`config.mk`:
```
export PLATFORM = sky130hd
export DESIGN_NAME = walu_div_stage
export DESIGN_NICKNAME = d
export VERILOG_FILES = /design/src/sv/walu_pkg.sv /design/src/sv/walu_div_stage.sv
export SDC_FILE = /design/constraint.sdc
export NUM_CORES = 1
export LEC_CHECK = 0
export ABC_AREA = 1
export BUFFER_PORTS_ARGS = -buffer_cell sky130_fd_sc_hd__buf_2
export CAP_MARGIN = 10
export CORE_AREA = 2 2 155 157
export DETAILED_ROUTE_END_ITERATION = 10
export DIE_AREA = 0 0 157 159
export PLACE_DENSITY = 0.7
export SYNTH_ARGS = -nofsm -noshare
export SYNTH_HDL_FRONTEND = slang
export SYNTH_SLANG_ARGS = --single-unit
```
`constraint.sdc`:
```
create_clock -name clk_i -period 2.24 [get_ports clk_i]
set_clock_uncertainty 0.15 [all_clocks]
set_input_delay 0.112 -clock clk_i [delete_from_list [all_inputs] [get_ports clk_i]]
set_output_delay 0.112 -clock clk_i [all_outputs]
set_load 0.03 [all_outputs]
```
`src/sv/walu_pkg.sv`:
```
// shared types, codes and helpers of the width-selectable unsigned alu
`default_nettype none
package walu_pkg;

  // operation codes
  typedef enum logic [1:0] {
    OP_CMP = 2'd0,
    OP_INC = 2'd1,
    OP_DIV = 2'd2,
    OP_MUL = 2'd3
  } func_e;

  // operand width codes
  typedef enum logic [1:0] {
    WID_8  = 2'd0,
    WID_16 = 2'd1,
    WID_32 = 2'd2,
    WID_64 = 2'd3
  } wid_e;

  localparam int unsigned ValW    = 64;
  localparam int unsigned FacW    = 32;
  localparam int unsigned DivSteps = ValW;
  // register stages of the side path (multiply, compare, increment) after the input register
  localparam int unsigned SideStages = 2;
  localparam int unsigned SideDelay  = DivSteps - SideStages;
  // multiplier split and full product width
  localparam int unsigned HalfW = ValW / 2;
  localparam int unsigned ProdW = ValW + FacW;

  localparam logic [ValW-1:0] Mask8  = 64'h0000_0000_0000_00FF;
  localparam logic [ValW-1:0] Mask16 = 64'h0000_0000_0000_FFFF;
  localparam logic [ValW-1:0] Mask32 = 64'h0000_0000_FFFF_FFFF;
  localparam logic [ValW-1:0] Mask64 = 64'hFFFF_FFFF_FFFF_FFFF;

  localparam logic [1:0] OrdEq   = 2'b00;
  localparam logic [1:0] OrdGt   = 2'b01;
  localparam logic [1:0] OrdLt   = 2'b11;

  // item as it enters the pipeline, already masked to its width
  typedef struct packed {
    logic            valid;
    func_e           func;
    logic [ValW-1:0] mask;
    logic [ValW-1:0] val;
    logic [ValW-1:0] opb;
    logic [FacW-1:0] fac;
  } item_t;

  // one stage of the divider chain
  typedef struct packed {
    logic            valid;
    func_e           func;
    logic [ValW-1:0] val;
    logic [FacW-1:0] fac;
    logic [FacW-1:0] rem;
    logic [ValW-1:0] dvd;
  } div_t;

  // result of compare, increment or multiply
  typedef struct packed {
    logic [ValW-1:0] res;
    logic [1:0]      ord;
    logic            fail;
  } side_t;

  function automatic logic [ValW-1:0] width_mask(input wid_e sel);
    logic [ValW-1:0] m;
    case (sel)
      WID_8:   m = Mask8;
      WID_16:  m = Mask16;
      WID_32:  m = Mask32;
      default: m = Mask64;
    endcase
    return m;
  endfunction

endpackage
`default_nettype wire

```
`src/sv/walu_div_stage.sv`:
```
// one restoring divider step: one quotient bit per stage
`default_nettype none
module walu_div_stage (
  input  wire logic          clk_i,
  input  wire logic          rst_ni,
  input  wire logic          en_i,
  input  wire walu_pkg::div_t stage_i,
  output walu_pkg::div_t     stage_o
);

  logic [walu_pkg::FacW:0]   trial;
  logic [walu_pkg::FacW:0]   diff;
  logic                      qbit;
  walu_pkg::div_t            stage_d;
  walu_pkg::div_t            stage_q;

  // shift in the next dividend bit and try the subtract
  always_comb begin
    trial   = {stage_i.rem, stage_i.dvd[walu_pkg::ValW-1]};
    diff    = trial - {1'b0, stage_i.fac};
    qbit    = (trial >= {1'b0, stage_i.fac});
    stage_d = stage_i;
    stage_d.rem = qbit ? diff[walu_pkg::FacW-1:0] : trial[walu_pkg::FacW-1:0];
    stage_d.dvd = {stage_i.dvd[walu_pkg::ValW-2:0], qbit};
  end

  // stage register
  always_ff @(posedge clk_i or negedge rst_ni) begin
    if (!rst_ni) begin
      stage_q <= '0;
    end else if (en_i) begin
      stage_q <= stage_d;
    end
  end

  assign stage_o = stage_q;

endmodule
`default_nettype wire

```
==> impl_metrics.py <==
metrics = {
    "run_status": {
        "status": "finished, final reports clean",
    },
    "floorplan": {
        "row_count": 56,
        "die_area_um2": 25000,
        "die_y_um": 159,
        "core_area_um2": 23200,
        "die_w_um": 157,
        "ios": 393,
        "initial_core_util_pct": 44.5,
    },
    "power_and_ir_drop": {
        "power.leakage_uw": 0.00912,
        "vdd_drop_max_mv": 0.465,
        "p_per_area_nw_per_um2": 664,
    },
    "critical_path": {
        "rr_worst_depth": 2,
        "cp_max_fo": 5,
        "start_kind": "primary input",
        "rrSetupSlack_ns": 1.38,
        "cp_data_required_time_ns": 2.42,
        "crit_type": "in -> reg",
        "cp-end-kind": "flop",
        "regToRegEndpoint": "stage_o[108]$_DFFE_PN0P_",
        "setup.worst_path.start": "stage_i[109]",
        "critPathArrivalTime_ns": 2.40,
        "r2r-start": "stage_o[108]$_DFFE_PN0P_",
        "crit_end": "stage_o[73]$_DFFE_PN0P_",
    },
    "route": {
        "totalWireLength_um": 39300,
        "drtPass1Iterations": 6,
        "routedWlPerCell_um": 16.5,
        "num_vias": 11600,
        "drc_errors": 0,
        "drt_iter0_drc": 1007,
        "ant_nets": 0,
        "vias_per_cell": 4.86,
    },
    "min_path": {
        "hp-class": "in -> async",
    },
    "synthesis": {
        "syn_avg_cell_area_um2": 7.13,
        "synth_top_area_share_pct": 47.3,
        "yosysTopAreaCell": "dfrtp_1",
        "synth_cells": 1448,
        "synthTopCellsByArea": "dfrtp_1, nand2_1, inv_1, ha_1, nand3_1",
        "yosysSeqAreaShare_pct": 47.3,
        "synth_fp_nets": 1679,
        "ys_types": 28,
        "synth_warnings": 0,
        "synth-seq-cells": 195,
        "syn_area_um2": 10300,
    },
    "placed_design": {
        "io_buffers": 392,
        "dp.final_hpwl_um": 26200,
        "place_area_um2": 12900,
        "gp_congestion": 0.984,
    },
    "clock_tree": {
        "clock-root-buffer": "clkbuf_16",
        "cts_sinks": 195,
        "clock_path_buffers": 2,
        "numCtsBuffers": 17,
        "h-tree-depth": 4,
        "clkTransAtPathRegs_ns": 0.08,
        "insertion_delay_ns": 0.43,
        "cts_tree": "done",
    },
    "grt": {
        "grt_use_total_pct": 30.1,
        "first_global_vias": 11500,
        "grt_pass1_wl_um": 59000,
        "globalRouteOverflowTotal": 0,
        "grt_max_degree": 87,
        "antenna_found_initial": 3,
    },
    "sta": {
        "min_period_ns": 2.21,
        "finalSetupViolations": 0,
        "maxSlewViolCount": 0,
        "worst_slew_pin_slew_ns": 0.622,
        "fin_crit_sh_pct": 98.9,
        "tns_ns": 0,
        "finalHoldViolCount": 0,
        "slew_headroom_pct": 58.5,
        "fmax_ghz": 0.452,
    },
    "finish": {
        "drive_above_1_share_pct": 26.6,
        "post-route-util_pct": 69.0,
        "final_nets": 2282,
        "final_area_um2": 16000,
        "fillers": 1852,
        "largest_reg_flops": 195,
        "syn_to_final_growth_pct": 55.1,
    },
    "run": {
        "cap_violations": 0,
    },
}
## Yosys cell counts, drive strengths merged
cell    instances
a21oi          16
and2            1
buf            15
clkbuf         36
dfrtp         195
fa              1
ha             32
inv           168
nand2         784
nand3          67
nand3b         25
nand4           8
nor2           47
nor3            3
nor4            1
o21a            2
o21ai          31
o21bai          2
xnor2          13
xor2            1
## power by group
part	total (µW)	leakage (µW)	internal [µW]	switching, µW
logic	3390	0.00646	1240	2150
registers	4080	0.00237	3880	199
clock network	3160	0.000293	1530	1630
total	10600	0.00912	6640	3990
## what timing repair did
action	CTS	global route
gates resized for setup	0	90
hold buffers	196	0
endpoints found under the setup margin	0	33
hold endpoints to repair	389	0
buffers inserted	0	2
## stage by stage
step / power [µW] / hold WS, ns / cells / setup WS [ns]
floorplan: 5900 / -0.334 / 1448 / 0.425
global placement: 6990 / -0.0531 / 2152 / 0.0255
detailed placement: 7020 / -0.0558 / 2152 / -0.00442
CTS: 10400 / 0.0473 / 2380 / 0.00330
global route: 11100 / 0.0847 / 2386 / -0.0333
finish: 10600 / 0.0320 / 2386 / 0.0253
## critical path: stages
cell and delay, ns:
dlygate4sd3_1 0.54, buf_2 0.12, inv_1 0.10, ha_4 0.23, nand2_2 0.10, nor2_2 0.05, nand2_1 0.11, nor2_1 0.06
nand2_1 0.08, nand2_2 0.06, nor2_4 0.23, buf_12 0.19, buf_12 0.12, nand3b_1 0.10, nand3_1 0.12, nand2_1 0.06
## cell usage in the layout (no fill, tap or decap), drive strengths merged
| master | Yosys | final |
|---|---|---|
| a21oi | 16 | 16 |
| and2 | 1 | 1 |
| buf | 15 | 433 |
| clkbuf | 36 | 24 |
| clkinv | 0 | 8 |
| dfrtp | 195 | 195 |
| diode | 0 | 3 |
| dlygate4sd3 | 0 | 196 |
| fa | 1 | 1 |
| ha | 32 | 32 |
| inv | 168 | 174 |
| nand2 | 784 | 784 |
| nand3 | 67 | 67 |
| nand3b | 25 | 25 |
| nand4 | 8 | 8 |
| nor2 | 47 | 47 |
| nor3 | 3 | 3 |
| nor4 | 1 | 1 |
| o21a | 2 | 2 |
| o21ai | 31 | 31 |
| o21bai | 2 | 2 |
| xnor2 | 13 | 13 |
| xor2 | 1 | 1 |
## kinds of logic (layout without fill, tap and decap cells)
logic type | Yosys count | after routing | synth area share, %
AO/OA/AOI/OAI | 51 | 51 | 2.57
XOR/XNOR | 14 | 14 | 1.19
adder cells (fa/ha/maj) | 33 | 33 | 4.07
buffers and inverters | 219 | 835 | 8.41
flip-flops | 195 | 195 | 47.3
other | 0 | 3 | 0
AND/OR/NAND/NOR | 936 | 936 | 36.5
## worst min path at each step
stage                     slack [ns]                       end  startpoint
final                           0.03  stage_o[120]$_DFFE_PN0P_      rst_ni
after floorplan                -0.33    stage_o[0]$_DFFE_PN0P_      rst_ni
after global placement         -0.05  stage_o[120]$_DFFE_PN0P_      rst_ni
after CTS                       0.05  stage_o[120]$_DFFE_PN0P_      rst_ni
after detailed placement       -0.06  stage_o[120]$_DFFE_PN0P_      rst_ni
after global routing            0.08  stage_o[120]$_DFFE_PN0P_      rst_ni
## area by class of cell
| type | count | area (µm²) | share of cell area (%) |
|---|---|---|---|
| Clock inverter | 14 | 180 | 1.13 |
| Sequential cell | 195 | 4880 | 30.5 |
| Tap cell | 319 | 399 | 2.49 |
| Clock buffer | 18 | 429 | 2.68 |
| Timing Repair Buffer | 635 | 4530 | 28.3 |
| Inverter | 168 | 636 | 3.97 |
| Antenna cell | 3 | 7.51 | 0.0469 |
| Multi-Input combinational cell | 1034 | 4950 | 30.9 |
## layer usage
layer	wire [µm]	vias to the layer above	global-route usage [%]
met2	18200	530	48.5
met4	2010	0	15.2
li1	-	5589	-
met1	16000	5366	37.7
met3	3080	108	7.08
met5	0	-	0
Power figures use the tool's default switching activity.
